==> src/hw/rtl/sed_pkg.sv <==
// shared types, character constants and decode helpers for the string escape decoder
package sed_pkg;

  // escape mode codes
  localparam logic [2:0] MODE_IDLE   = 3'd0;
  localparam logic [2:0] MODE_BSLASH = 3'd1;
  localparam logic [2:0] MODE_OCTAL  = 3'd2;
  localparam logic [2:0] MODE_XSEEN  = 3'd3;
  localparam logic [2:0] MODE_HEX    = 3'd4;

  // characters with a special meaning
  localparam logic [7:0] CH_BSLASH = 8'h5C;
  localparam logic [7:0] CH_X      = 8'h78;
  localparam logic [7:0] CH_NUL    = 8'h00;

  // result queue depth, room for two results per transaction
  localparam int unsigned QUEUE_DEPTH = 4;

  // one decoded result
  typedef struct packed {
    logic [7:0] data_byte;
    logic       has_byte;
    logic       range_warning;
    logic       last;
  } result_t;

  // results of one transaction, compacted to the front
  typedef struct packed {
    logic [1:0] cnt;
    result_t    first;
    result_t    second;
  } result_pair_t;

  // data result, not last
  function automatic result_t mk_result(logic [7:0] data, logic warn);
    result_t r;
    r.data_byte     = data;
    r.has_byte      = 1'b1;
    r.range_warning = warn;
    r.last          = 1'b0;
    return r;
  endfunction

  function automatic logic is_octal(logic [7:0] c);
    return c inside {[8'h30:8'h37]};
  endfunction

  function automatic logic is_hex(logic [7:0] c);
    return c inside {[8'h30:8'h39], [8'h61:8'h66], [8'h41:8'h46]};
  endfunction

  // nibble value of a hex digit character
  function automatic logic [3:0] hex_val(logic [7:0] c);
    logic [7:0] t;
    if (c inside {[8'h30:8'h39]}) begin
      t = c - 8'h30;
    end else if (c inside {[8'h61:8'h66]}) begin
      t = c - 8'h57;
    end else begin
      t = c - 8'h37;
    end
    return t[3:0];
  endfunction

  // control code letters, anything else stands for itself
  function automatic logic [7:0] letter_code(logic [7:0] c);
    logic [7:0] r;
    case (c)
      8'h61:   r = 8'h07;
      8'h62:   r = 8'h08;
      8'h66:   r = 8'h0C;
      8'h6E:   r = 8'h0A;
      8'h72:   r = 8'h0D;
      8'h74:   r = 8'h09;
      8'h76:   r = 8'h0B;
      default: r = c;
    endcase
    return r;
  endfunction

endpackage

==> src/hw/rtl/sed_if.sv <==
// valid/ready channel interfaces for the string escape decoder

// raw character channel
interface sed_in_if;
  logic       valid;
  logic       ready;
  logic [7:0] ch;
  logic       end_of_string;
  logic       add_terminator;

  modport source (output valid, ch, end_of_string, add_terminator, input ready);
  modport sink (input valid, ch, end_of_string, add_terminator, output ready);
endinterface

// decoded byte channel
interface sed_out_if;
  logic       valid;
  logic       ready;
  logic [7:0] data_byte;
  logic       has_byte;
  logic       range_warning;
  logic       last;

  modport source (output valid, data_byte, has_byte, range_warning, last, input ready);
  modport sink (input valid, data_byte, has_byte, range_warning, last, output ready);
endinterface

==> src/hw/rtl/sed_decode.sv <==
// escape state registers and combinational decode of one character transaction
module sed_decode #(
  parameter int unsigned HEX_ACCUM_BITS = 32
) (
  input  logic                  clk_i,
  input  logic                  rst_ni,
  input  logic                  take_i,
  input  logic [7:0]            ch_i,
  input  logic                  end_of_string_i,
  input  logic                  add_terminator_i,
  output sed_pkg::result_pair_t pair_o
);

  logic [2:0]                mode_q, mode_d;
  logic [8:0]                val_q, val_d;
  logic [1:0]                cnt_q, cnt_d;
  logic [HEX_ACCUM_BITS-1:0] acc_q, acc_d;
  logic                      sat_q, sat_d;

  logic                      a_v, b_v, go_idle, do_plain;
  sed_pkg::result_t          a_res, b_res, oct_res, hex_res, bare_res;
  logic [8:0]                oct_next;
  logic [HEX_ACCUM_BITS-1:0] acc_base;
  logic                      sat_base;
  logic                      hex_ovf;

  // pending escape values as results
  assign oct_res  = sed_pkg::mk_result(val_q[7:0], val_q[8]);
  assign hex_res  = sed_pkg::mk_result(acc_q[7:0], sat_q | (|acc_q[HEX_ACCUM_BITS-1:8]));
  assign oct_next = {val_q[5:0], ch_i[2:0]};

  // hex accumulate starts from zero on the first digit
  assign acc_base = (mode_q == sed_pkg::MODE_XSEEN) ? '0 : acc_q;
  assign sat_base = (mode_q == sed_pkg::MODE_XSEEN) ? 1'b0 : sat_q;
  assign hex_ovf  = |acc_base[HEX_ACCUM_BITS-1:HEX_ACCUM_BITS-4];

  always_comb begin
    bare_res               = sed_pkg::mk_result(sed_pkg::CH_NUL, 1'b0);
    bare_res.has_byte      = 1'b0;
    mode_d   = mode_q;
    val_d    = val_q;
    cnt_d    = cnt_q;
    acc_d    = acc_q;
    sat_d    = sat_q;
    a_v      = 1'b0;
    a_res    = sed_pkg::mk_result(sed_pkg::CH_NUL, 1'b0);
    b_v      = 1'b0;
    b_res    = sed_pkg::mk_result(sed_pkg::CH_NUL, 1'b0);
    go_idle  = 1'b0;
    do_plain = 1'b0;

    if (end_of_string_i) begin
      // flush pending escape, then optional terminator
      case (mode_q)
        sed_pkg::MODE_BSLASH: begin
          a_v = 1'b1;
        end
        sed_pkg::MODE_OCTAL: begin
          a_v   = 1'b1;
          a_res = oct_res;
        end
        sed_pkg::MODE_XSEEN: begin
          a_v   = 1'b1;
          a_res = sed_pkg::mk_result(sed_pkg::CH_X, 1'b0);
        end
        sed_pkg::MODE_HEX: begin
          a_v   = 1'b1;
          a_res = hex_res;
        end
        default: ;
      endcase
      b_v     = add_terminator_i;
      go_idle = 1'b1;
    end else begin
      case (mode_q)
        sed_pkg::MODE_BSLASH: begin
          if (sed_pkg::is_octal(ch_i)) begin
            mode_d = sed_pkg::MODE_OCTAL;
            val_d  = {6'd0, ch_i[2:0]};
            cnt_d  = 2'd1;
          end else if (ch_i == sed_pkg::CH_X) begin
            mode_d = sed_pkg::MODE_XSEEN;
            acc_d  = '0;
            sat_d  = 1'b0;
          end else begin
            go_idle = 1'b1;
            a_v     = 1'b1;
            a_res   = sed_pkg::mk_result(sed_pkg::letter_code(ch_i), 1'b0);
          end
        end
        sed_pkg::MODE_OCTAL: begin
          if (sed_pkg::is_octal(ch_i)) begin
            if (cnt_q >= 2'd2) begin
              // third digit closes the escape
              a_v     = 1'b1;
              a_res   = sed_pkg::mk_result(oct_next[7:0], oct_next[8]);
              go_idle = 1'b1;
            end else begin
              val_d = oct_next;
              cnt_d = cnt_q + 2'd1;
            end
          end else begin
            a_v      = 1'b1;
            a_res    = oct_res;
            go_idle  = 1'b1;
            do_plain = 1'b1;
          end
        end
        sed_pkg::MODE_XSEEN, sed_pkg::MODE_HEX: begin
          if (sed_pkg::is_hex(ch_i)) begin
            mode_d = sed_pkg::MODE_HEX;
            if (sat_base || hex_ovf) begin
              acc_d = '1;
              sat_d = 1'b1;
            end else begin
              acc_d = {acc_base[HEX_ACCUM_BITS-5:0], sed_pkg::hex_val(ch_i)};
              sat_d = 1'b0;
            end
          end else begin
            a_v      = 1'b1;
            a_res    = (mode_q == sed_pkg::MODE_XSEEN) ?
                       sed_pkg::mk_result(sed_pkg::CH_X, 1'b0) : hex_res;
            go_idle  = 1'b1;
            do_plain = 1'b1;
          end
        end
        default: begin
          go_idle  = 1'b1;
          do_plain = 1'b1;
        end
      endcase
    end

    if (go_idle) begin
      mode_d = sed_pkg::MODE_IDLE;
      val_d  = '0;
      cnt_d  = '0;
      acc_d  = '0;
      sat_d  = 1'b0;
    end

    // ordinary character handling in idle mode or after a closed escape
    if (do_plain) begin
      if (ch_i == sed_pkg::CH_BSLASH) begin
        mode_d = sed_pkg::MODE_BSLASH;
      end else begin
        b_v   = 1'b1;
        b_res = sed_pkg::mk_result(ch_i, 1'b0);
      end
    end
  end

  // compact results and mark the end of a string
  always_comb begin
    pair_o.cnt    = {1'b0, a_v} + {1'b0, b_v};
    pair_o.first  = a_v ? a_res : b_res;
    pair_o.second = b_res;
    if (end_of_string_i) begin
      if (!a_v && !b_v) begin
        pair_o.cnt   = 2'd1;
        pair_o.first = bare_res;
      end
      if (a_v && b_v) begin
        pair_o.second.last = 1'b1;
      end else begin
        pair_o.first.last = 1'b1;
      end
    end
  end

  // escape state
  always_ff @(posedge clk_i or negedge rst_ni) begin
    if (!rst_ni) begin
      mode_q <= sed_pkg::MODE_IDLE;
      val_q  <= '0;
      cnt_q  <= '0;
      acc_q  <= '0;
      sat_q  <= 1'b0;
    end else if (take_i) begin
      mode_q <= mode_d;
      val_q  <= val_d;
      cnt_q  <= cnt_d;
      acc_q  <= acc_d;
      sat_q  <= sat_d;
    end
  end

endmodule

==> src/hw/rtl/sed_out_queue.sv <==
// small result queue that takes up to two results per cycle and hands out one
module sed_out_queue (
  input  logic                  clk_i,
  input  logic                  rst_ni,
  input  logic                  push_i,
  input  sed_pkg::result_pair_t pair_i,
  input  logic                  pop_i,
  output logic                  room_o,
  output logic                  valid_o,
  output sed_pkg::result_t      head_o,
  output logic [$clog2(sed_pkg::QUEUE_DEPTH):0] count_o
);

  localparam int unsigned PW = $clog2(sed_pkg::QUEUE_DEPTH);
  localparam logic [PW:0] ROOM_LIMIT = (PW + 1)'(sed_pkg::QUEUE_DEPTH - 2);

  sed_pkg::result_t mem_q [sed_pkg::QUEUE_DEPTH];
  logic [PW-1:0]    wr_q, rd_q;
  logic [PW:0]      count_q;
  logic [1:0]       push_n;
  logic             pop;

  assign push_n  = push_i ? pair_i.cnt : 2'd0;
  assign pop     = pop_i && (count_q != '0);
  assign valid_o = (count_q != '0);
  assign head_o  = mem_q[rd_q];
  assign room_o  = (count_q <= ROOM_LIMIT);
  assign count_o = count_q;

  // storage writes
  always_ff @(posedge clk_i) begin
    if (push_n != 2'd0) begin
      mem_q[wr_q] <= pair_i.first;
    end
    if (push_n == 2'd2) begin
      mem_q[wr_q + PW'(1)] <= pair_i.second;
    end
  end

  // pointers and fill count
  always_ff @(posedge clk_i or negedge rst_ni) begin
    if (!rst_ni) begin
      wr_q    <= '0;
      rd_q    <= '0;
      count_q <= '0;
    end else begin
      wr_q    <= wr_q + PW'(push_n);
      rd_q    <= rd_q + PW'(pop);
      count_q <= count_q + (PW + 1)'(push_n) - (PW + 1)'(pop);
    end
  end

endmodule

==> src/hw/rtl/string_escape_decoder.sv <==
// top level of the string escape decoder
// Takes one raw string character per transaction on in_if and returns decoded bytes on
// out_if. Backslash escapes (octal, hex, control letters) are resolved combinationally against
// the escape state registers; each transaction yields zero, one or two results,
// which go into a four-entry result queue. A new character is accepted every cycle while the
// queue holds at most two results, so the input runs at one transaction per cycle as long as
// the consumer keeps up; the single output port drains one result per cycle, which bounds the
// rate when escapes closed by another character produce two results. An end transaction
// always produces at least one result, the final one flagged by last. HEX_ACCUM_BITS sets
// the width of the saturating hex accumulator.
module string_escape_decoder #(
  parameter int unsigned HEX_ACCUM_BITS = 32
) (
  input  logic       clk_i,
  input  logic       rst_ni,
  sed_in_if.sink     in_if,
  sed_out_if.source  out_if
);

  logic                  take;
  logic                  room;
  sed_pkg::result_pair_t pair;
  sed_pkg::result_t      head;
  logic [$clog2(sed_pkg::QUEUE_DEPTH):0] q_count;

  assign in_if.ready = room;
  assign take        = in_if.valid && room;

  // escape decode
  sed_decode #(
    .HEX_ACCUM_BITS (HEX_ACCUM_BITS)
  ) u_decode (
    .clk_i            (clk_i),
    .rst_ni           (rst_ni),
    .take_i           (take),
    .ch_i             (in_if.ch),
    .end_of_string_i  (in_if.end_of_string),
    .add_terminator_i (in_if.add_terminator),
    .pair_o           (pair)
  );

  // result queue
  sed_out_queue u_queue (
    .clk_i   (clk_i),
    .rst_ni  (rst_ni),
    .push_i  (take),
    .pair_i  (pair),
    .pop_i   (out_if.ready),
    .room_o  (room),
    .valid_o (out_if.valid),
    .head_o  (head),
    .count_o (q_count)
  );

  assign out_if.data_byte     = head.data_byte;
  assign out_if.has_byte      = head.has_byte;
  assign out_if.range_warning = head.range_warning;
  assign out_if.last          = head.last;

  // an end transaction always yields a result
  a_end_has_result: assert property (@(posedge clk_i) disable iff (!rst_ni)
    (take && in_if.end_of_string) |-> (pair.cnt != 2'd0))
    else $error("end transaction produced no result");

  // never more than two results per transaction
  a_pair_bound: assert property (@(posedge clk_i) disable iff (!rst_ni)
    pair.cnt != 2'd3)
    else $error("decode produced more than two results");

  // queue fill stays within its depth
  a_queue_bound: assert property (@(posedge clk_i) disable iff (!rst_ni)
    q_count <= ($clog2(sed_pkg::QUEUE_DEPTH) + 1)'(sed_pkg::QUEUE_DEPTH))
    else $error("result queue overflow");

  // backpressure only while results are waiting
  a_stall_has_data: assert property (@(posedge clk_i) disable iff (!rst_ni)
    !in_if.ready |-> out_if.valid)
    else $error("input stalled with an empty result queue");

endmodule
==> src/flat_wrapper.sv <==
// flat-port wrapper written by rule: the top's interface ports become plain ports
module string_escape_decoder_flat 
#(
  parameter int unsigned HEX_ACCUM_BITS = 32
)
  (clk_i, rst_ni, in_if_valid, in_if_ch, in_if_end_of_string, in_if_add_terminator, in_if_ready, out_if_valid, out_if_data_byte, out_if_has_byte, out_if_range_warning, out_if_last, out_if_ready);
  sed_in_if in_if_i ();
  sed_out_if out_if_i ();
  input  logic clk_i;
  input  logic rst_ni;
  input wire logic [$bits(in_if_i.valid)-1:0] in_if_valid;
  input wire logic [$bits(in_if_i.ch)-1:0] in_if_ch;
  input wire logic [$bits(in_if_i.end_of_string)-1:0] in_if_end_of_string;
  input wire logic [$bits(in_if_i.add_terminator)-1:0] in_if_add_terminator;
  output wire logic [$bits(in_if_i.ready)-1:0] in_if_ready;
  output wire logic [$bits(out_if_i.valid)-1:0] out_if_valid;
  output wire logic [$bits(out_if_i.data_byte)-1:0] out_if_data_byte;
  output wire logic [$bits(out_if_i.has_byte)-1:0] out_if_has_byte;
  output wire logic [$bits(out_if_i.range_warning)-1:0] out_if_range_warning;
  output wire logic [$bits(out_if_i.last)-1:0] out_if_last;
  input wire logic [$bits(out_if_i.ready)-1:0] out_if_ready;
  assign in_if_i.valid = in_if_valid;
  assign in_if_i.ch = in_if_ch;
  assign in_if_i.end_of_string = in_if_end_of_string;
  assign in_if_i.add_terminator = in_if_add_terminator;
  assign in_if_ready = in_if_i.ready;
  assign out_if_valid = out_if_i.valid;
  assign out_if_data_byte = out_if_i.data_byte;
  assign out_if_has_byte = out_if_i.has_byte;
  assign out_if_range_warning = out_if_i.range_warning;
  assign out_if_last = out_if_i.last;
  assign out_if_i.ready = out_if_ready;
  string_escape_decoder #(.HEX_ACCUM_BITS(HEX_ACCUM_BITS)) u_core (.clk_i(clk_i), .rst_ni(rst_ni), .in_if(in_if_i), .out_if(out_if_i));
endmodule
==> config.mk <==
export PLATFORM = sky130hd
export DESIGN_NAME = string_escape_decoder_flat
export DESIGN_NICKNAME = d
export VERILOG_FILES = /design/src/hw/rtl/sed_pkg.sv /design/src/hw/rtl/sed_if.sv /design/src/hw/rtl/sed_decode.sv /design/src/hw/rtl/sed_out_queue.sv /design/src/hw/rtl/string_escape_decoder.sv /design/src/flat_wrapper.sv
export SDC_FILE = /design/constraint.sdc
export NUM_CORES = 1
export LEC_CHECK = 0
export ABC_AREA = 1
export BUFFER_PORTS_ARGS = -buffer_cell sky130_fd_sc_hd__buf_2
export CORE_AREA = 2 2 113 115
export CTS_BUF_LIST = sky130_fd_sc_hd__clkbuf_16
export DETAILED_ROUTE_END_ITERATION = 12
export DIE_AREA = 0 0 115 117
export GPL_TIMING_DRIVEN = 0
export PLACE_DENSITY = 0.69
export SETUP_SLACK_MARGIN = 0.1
export SLEW_MARGIN = 20
export SYNTH_ARGS = -nofsm -noshare
export SYNTH_HDL_FRONTEND = slang
export SYNTH_HIERARCHICAL = 1
export SYNTH_SLANG_ARGS = --single-unit
==> constraint.sdc <==
create_clock -name clk_i -period 4 [get_ports clk_i]
set_input_delay 0.4 -clock clk_i [delete_from_list [all_inputs] [get_ports clk_i]]
set_output_delay 0.4 -clock clk_i [all_outputs]
set_load 0.01 [all_outputs]
# --- Word level (Yosys, flattened, before mapping) ---
# Memories as Yosys holds them, arrays and structs flattened.
# Cells that the tools add are included.
totals:
  register_bits: 54
  mem_bits_rw: 44
  in_bits: 14
  output_inout_bits: 13
  memories: 1
mem_list:
  columns: ["memory", "words", "word_bits", "rd", "rd_ports_with_merged_regs", "write_ports", "line", "text"]
  rows:
  - ["u_core.u_queue.mem_q", 4, 11, 1, 0, 2, "sed_out_queue.sv:17", "sed_pkg::result_t mem_q [sed_pkg::QUEUE_DEPTH];"]
classes:
  n_addsub: 10
  order_cmp: 9
  n_eq_ne: 21
  mux: 77
  n_bitwise: 1
  n_reduce_logical: 22
ops:
  columns: ["operator", "n"]
  rows:
  - ["$mux W32", 7]
  - ["$mux W11", 10]
  - ["$eq A8 B7 Y1 const B", 9]
  - ["$pmux W11 S3", 2]
  - ["$pmux W32 S2", 1]
  - ["$pmux W8 S7", 1]
  - ["$mux W9", 5]
  - ["$mux W1", 27]
  - ["$mux W13", 2]
  - ["$reduce_or A24 Y1", 1]
  - ["$mux W3", 7]
  - ["$ne A3 B3 Y1 const B", 6]
  - ["$pmux W9 S2", 1]
  - ["$ge A8 B7 Y1 const B", 2]
  - ["$le A8 B6 Y1 const B", 2]
  - ["$le A8 B7 Y1 const B", 2]
  - ["$mux W2", 6]
  - ["$reduce_and A6 Y1", 2]
  - ["$reduce_bool A3 Y1", 4]
  - ["$pmux W1 S3", 3]
  - ["$ge A8 B6 Y1 const B", 1]
  - ["$logic_and A1 B1 Y1", 8]
  - ["$mux W4", 2]
  - ["$reduce_or A4 Y1", 2]
  - ["other kinds (23)", 27]

# --- Logic depth before layout (Yosys ltp) ---
# Gate-level depths: netlist of the first run.
logic_depth:
  depth_word: 16
  depth_mapped: 27
  depth_no_buf: 27

# --- By module ---
# Netlist of the first run, hierarchy kept.
by_module_without_submodules:
  columns: ["module", "instances", "cells_per_inst", "area_per_inst_um2", "seq_area_each_um2"]
  rows:
  - ["sed_decode", 1, 587, 3806.2, 1176.1]
  - ["sed_out_queue", 1, 292, 2836.5, 1496.4]
  - ["string_escape_decoder", 1, 2, 7.5, 0.0]

# --- Worst setup path before layout of the first run ---
# No wires, ideal clock.
synth_path:
  path_kind: "input to register"
  from: "input port in_if_ch[0]"
  to: "register u_core.u_queue.count_q[2], in the netlist u_core/u_queue/count_o[2]"
  t_arrival_ns: 3.583
  required_ns: 3.883
  slack_ns: 0.301
  path_stages: 26
  path_cell_list: "inv_1 > ha_1 > inv_1 > nand2_1 > nand3_1 > nand2_1 > nand2_2 > nand2_1 > inv_2 > nand3_4 > nand3_1 > nand2_2 > inv_2 > ha_1 > o21ai_0 > nand2_1 > inv_1 > nand2_1 > nand2_1 > ha_1 > inv_1 > fa_1 > xnor2_1 > inv_1 > nand2_1 > nand2_1"
synth_lines:
  columns: ["element", "line", "text"]
  rows:
  - ["start: declaration", "flat_wrapper.sv:12", "input wire logic [$bits(in_if_i.ch)-1:0] in_if_ch;"]
  - ["end signal: assignment", "sed_out_queue.sv:49", "count_q <= count_q + (PW + 1)'(push_n) - (PW + 1)'(pop);"]
  - ["end: declaration", "sed_out_queue.sv:19", "logic [PW:0] count_q;"]

==> impl_metrics.toml, run 1 <==
[critical_path]
crit_type = "in2reg"
critical_path.startpoint = "in_if_ch[1]"
r2r-start = "u_core/u_decode/cnt_q[1]"
start_kind = "primary input"
cp.arrival_ns = 3.86
crit_fanout = 9
endpoint_kind = "flip-flop"
worstPathRequired_ns = 4.24

[route]
routedWlPerCell_microns = 15.8
postRouteWirelength_mm = 17.0
post-route-drc-count = 0
ant_nets = 0
via_per_inst = 5.51
vias = 5912
drtPass1Iterations = 5
drt_iter0_drc = 573

[placement]
hpwl_mm = 12.9
dp.cells = 1057
place.gp.congestion = 0.894
portBuffers = 26
place_worst_setup_slack_ns = -0.706
placed_area_sq_um = 6970

[logic_synthesis]
ys.flop_type = "dfrtp_1"
synth-compound-area-share_pct = 16.3
synth-seq-cells = 98
yosysUniqueCellTypes = 41
synth-adder-area-share_pct = 2.37
synth_top_family_by_area = "simple AND/OR/NAND/NOR gates"
yosysTopAreaCellShare_pct = 20.3
postSynthAreaPerCell_sq_um = 7.55
seq_area_frac_synth_pct = 40.2
synth_common_cells = "nand2_1, nor2_1, inv_1, nand3_1, o21ai_0"
yosys.area_share.simple_pct = 30.8
synth_most_common_cell = "nand2_1"
muxShareOfSynthArea_pct = 0
yosysTopAreaCell = "dfrtp_1"
synth_edf_count = 44
syn_nets = 907
synth_xor_area_share_pct = 0.527
synth_cells = 881
async_reset_ff_share_pct = 55.1
ys_warn_count = 6
syn_area_sq_um = 6650
synthTopCellsByArea = "dfrtp_1, edfxtp_1, nand2_1"

[pwr]
vdd_drop_max_mv = 0.272
power.total_mw = 4.52
p_leak_nw = 3.45
power-per-cell-area_nw_per_um2 = 617

[timing]
fmax_ghz = 0.277
rsz0062_at_grt = "false"
setup_viol = 0
finalHoldViolCount = 0
maxSlewHeadroom_pct = 55.5
fin_skew_ns = 0.00673
whs_ns = 0.0868
tns_ns = 0
finalMaxSlewViolations = 0
worst_pin_slew_ns = 0.667
min_period_ns = 3.62
worst_slack_ns = 0.383
post-route-period-util_pct = 90.4

[cells_and_area]
final_area_sq_um = 7310
syn_to_final_growth_pct = 9.99
layout-drive-gt1-share_pct = 18.5
final_cells = 1073
fin_nets = 944
fill_cells = 1170
final_core_util_pct = 59.4
diodes = 0

[cts]
clk_latency_ns = 0.35
cts_buffers = 9
cts.sinks = 98
cts_tree = "built"
clk_pin_slew_ns = 0.07
cts-root-buf = "clkbuf_16"
clock_tree.buffer_depth = 2
postCtsHoldBufs = 0
htree_levels = 3

[global_route]
grt_pass1_wl_mm = 27.7
grt.overflow.total = 0
track_usage_pct = 26.5
grt_pass1_vias = 5543
grt_max_degree = 55
antenna_found_initial = 0

[status]
status = "finished, final reports clean"

[floorplanning]
core.rowCount = 41
initial_core_util_pct = 54.0
die-width_microns = 115
pin_count = 27
dieHeight_microns = 117
fp.coreArea_sq_um = 12300
die_area_sq_um = 13500

[run]
drv_cap = 0

[min_path]
hp-class = "in2async"
## routing by layer
| layer | track usage (%) | up-vias | part of all wire [%] |
|---|---|---|---|
| met3 | 4.58 | 25 | 5.0 |
| met2 | 44.4 | 168 | 48 |
| met5 | 0 | - | 0 |
| met1 | 34.8 | 2741 | 45 |
| met4 | 9.80 | 0 | 2.1 |
| li1 | - | 2978 | - |
## critical path, cell delays in order
cell and delay (ns):
buf_2 0.15, inv_2 0.13, ha_1 0.19, inv_1 0.07, nor2_1 0.13, nand2_1 0.07
nand2_1 0.07, nand2_2 0.12, nand2_1 0.13, inv_2 0.06, nand3_4 0.10, nand3_2 0.17
nand2_4 0.16, inv_2 0.10, ha_1 0.29, nand2_1 0.06, o21ai_2 0.16, nand2_1 0.15
inv_2 0.11, nand2_1 0.06, nand2_1 0.07, ha_1 0.13, inv_1 0.05, fa_1 0.38
xnor2_1 0.20, inv_1 0.06, nand2_1 0.05, nand2_1 0.05
## kinds of logic (layout without fill, tap and decap cells)
family                     after synthesis  in the layout
adders and majority gates               12             12
buffers and inverters                  142            184
and+or+nand+nor                        449            449
AOI/OAI and AO/OA                      174            174
other                                    2              2
DFF                                     98             98
xor gates and xnor gates                 4              4
## registers in the layout, summed over array words and instances, names as in the netlist
name	flops
u_core/u_decode/acc_q	32
u_core/u_decode/cnt_q	2
u_core/u_decode/mode_q	3
u_core/u_decode/sat_q	1
u_core/u_decode/val_q	9
u_core/u_queue/count_o	3
u_core/u_queue/mem_q	44
u_core/u_queue/rd_q	2
u_core/u_queue/wr_q	2
## report_power, final
part           internal, mW  switching [mW]  leakage (nW)  total [mW]
combinational         0.734            1.51          2.16        2.25
clock                 0.546           0.377         0.149       0.923
sequential             1.28          0.0640          1.14        1.35
## cell type report
| class | instances | area (sq um) | share of cell area [%] |
|---|---|---|---|
| inverters | 106 | 400 | 5.47 |
| multi-input cells | 641 | 3360 | 45.9 |
| clock buffers | 9 | 225 | 3.08 |
| plain buffers | 36 | 244 | 3.34 |
| clock inverters | 7 | 92.6 | 1.27 |
| flip-flops and latches | 98 | 2670 | 36.5 |
| well taps | 150 | 188 | 2.57 |
| repair buffers | 26 | 133 | 1.81 |
## timing repair
action | CTS | global route
buffers inserted | 0 | 0
gates resized for setup | 5 | 5
pin swaps | 0 | 0
endpoints found under the setup margin | 46 | 1
cloned | 0 | 0
## layout by cell type, fill, tap and decap left out, types with 4 or more instances in the layout
cell,instances
nand2_1,201
nor2_1,110
inv_1,86
nand3_1,84
o21ai_0,68
dfrtp_1,54
o21ai_2,53
edfxtp_1,44
buf_2,37
o21ai_1,33
inv_2,18
nand4_1,14
a21oi_1,12
buf_6,10
ha_1,10
clkbuf_16,9
nand2_4,8
clkbuf_1,8
buf_4,6
nor3_1,6
nand2_2,5
nor2_4,5
nand3_2,4
nor4_1,4
## final timing paths
check	to	slack (ns)	cells after the start
max	u_core/u_queue/count_o[2]	0.38	28
min in group clk_i	u_core/u_queue/rd_q[1]	0.33	3
max reg2reg	u_core/u_queue/count_o[2]	0.43	21
min	u_core/u_decode/acc_q[24]	0.09	1
max in group asynchronous	u_core/u_queue/rd_q[1]	3.47	1
min reg2reg	u_core/u_queue/rd_q[1]	0.50	2
Power figures use the tool's default switching activity.
==> run 2: changes to the inputs <==
Settings changed: PLACE_DENSITY 0.69 to not set, PLACE_DENSITY_LB_ADDON set to 0.1.
==> impl_metrics.toml, run 2 (synthesized netlist as in run 1, its figures left out) <==
[status]
status = "finished, final reports clean"

[critical_path]
worstPathRequired_ns = 4.25
path_delay_family = "simple AND/OR/NAND/NOR gates"
critPathMaxStageDelay_ns = 0.41
crit_type = "in2reg"
cp_common_cell = "nand2_1"
endpoint_kind = "flip-flop"
cp.arrival_ns = 3.89
path_buf_inv = 8
crit_slowest_cell = "fa_1"
start_kind = "primary input"
crit_fanout = 9

[cts]
cts_tree = "built"
clk_latency_ns = 0.35
clock_tree.buffer_depth = 2
postCtsHoldBufs = 0
cts-root-buf = "clkbuf_16"
cts_buffers = 9
cts.sinks = 98
htree_levels = 3
clk_pin_slew_ns = 0.07

[route]
ant_nets = 0
via_per_inst = 5.59
post-route-drc-count = 0
drt_iter0_drc = 472
postRouteWirelength_mm = 17.4
routedWlPerCell_microns = 16.2
vias = 5999
drtPass1Iterations = 5

[global_route]
grt_pass1_wl_mm = 28.2
grt_max_degree = 55
met2_usage_pct = 46.2
gr-usage-met1_pct = 35.3
grt_pass1_vias = 5626
track_usage_pct = 27.0
met3_usage_pct = 3.96
antenna_found_initial = 0
grt.overflow.total = 0
grt.busiest_layer = "met2"

[cells_and_area]
largest_register_ff_count = 44
final_cells = 1073
fin_nets = 944
mostFrequentLayoutCell = "nand2_1"
final_core_util_pct = 59.1
final_cell_mix = "nand2_1, nor2_1, inv_1, nand3_1, o21ai_0"
syn_to_final_growth_pct = 9.35
regMostFlops = "u_core/u_queue/mem_q"
layout-drive-gt1-share_pct = 18.4
top_regs = "u_core/u_queue/mem_q: 44 flops, u_core/u_decode/acc_q: 32 flops, u_core/u_decode/val_q: 9 flops"
diodes = 0

[floorplanning]
fp.coreArea_sq_um = 12300
die-width_microns = 115
dieHeight_microns = 117
initial_core_util_pct = 54.0
core.rowCount = 41
die_area_sq_um = 13500
pin_count = 27

[timing]
finalHoldViolCount = 0
fin_skew_ns = 0.00944
worst_pin_slew_ns = 0.693
finalMaxSlewViolations = 0
tns_ns = 0
fmax_ghz = 0.275
whs_ns = 0.0823
post-route-period-util_pct = 91.0
setup_viol = 0
rsz0062_at_grt = "false"
maxSlewHeadroom_pct = 53.8
min_period_ns = 3.64

[pwr]
p_leak_nw = 3.43
power.total_mw = 4.42
vdd_drop_max_mv = 0.241
power-per-cell-area_nw_per_um2 = 608

[placement]
place.gp.congestion = 0.893
hpwl_mm = 13.3
dp.cells = 1057
portBuffers = 26

[min_path]
hp-class = "in2async"

[run]
drv_cap = 0
## run 2: changes by cell type in the layout (fill, tap and decap cells not counted)
| cell | change |
|---|---|
| ha_4 | -1 |
| o21ai_4 | +1 |
| o21ai_2 | -1 |
| inv_2 | -1 |
| clkinv_1 | +1 |
| xnor2_2 | +1 |
| inv_1 | +1 |
| xnor2_1 | -1 |
| ha_2 | +1 |
| bufinv_16 | -2 |
| clkinv_4 | +1 |
## run 2: layout make-up
| cell class | count | area (sq um) |
|---|---|---|
| Timing Repair Buffer | 26 | 133 |
| Buffer | 36 | 244 |
| Clock inverter | 7 | 45.0 |
| Sequential cell | 98 | 2670 |
| Clock buffer | 9 | 225 |
| Tap cell | 150 | 188 |
| Fill cell | 1196 | 5040 |
| Inverter | 106 | 400 |
| Multi-Input combinational cell | 641 | 3360 |
## run 2: final timing paths
kind                                           start  slack (ns)                         to  cells after the start
setup / recovery                         in_if_ch[0]        0.36  u_core/u_queue/count_o[2]                     28
hold / removal                                rst_ni        0.08  u_core/u_decode/acc_q[24]                      1
setup reg to reg           u_core/u_decode/mode_q[0]        0.39  u_core/u_queue/count_o[2]                     23
hold reg to reg               u_core/u_queue/rd_q[1]        0.50     u_core/u_queue/rd_q[1]                      2
max in group asynchronous                     rst_ni        3.45   u_core/u_decode/val_q[3]                      1
min in group clk_i                      out_if_ready        0.33     u_core/u_queue/rd_q[1]                      3
## run 2: where the power goes
group | switching [mW] | internal, mW
clock | 0.384 | 0.419
sequential | 0.0661 | 1.28
combinational | 1.52 | 0.746
total | 1.97 | 2.45
## run 2: through the flow
step | worst slack (ns) | area [sq um]
6_report | 0.359 | 7270
5_1_grt | 0.0927 | 7270
4_1_cts | 0.122 | 7260
3_5_place_dp | -0.645 | 6970
3_3_place_gp | -0.626 | 6970
2_1_floorplan | 0.301 | 6650
## run 2: timing repair
| action | CTS | global route |
|---|---|---|
| setup buffers | 0 | 0 |
| cloned | 0 | 0 |
| endpoints found under the setup margin | 46 | 46 |
| gates resized for setup | 4 | 6 |
## run 2: routing by layer
metal	up-vias	wire, microns
met5	-	0
met4	0	270
met3	28	773
met2	167	8540
met1	2824	7840
li1	2980	-
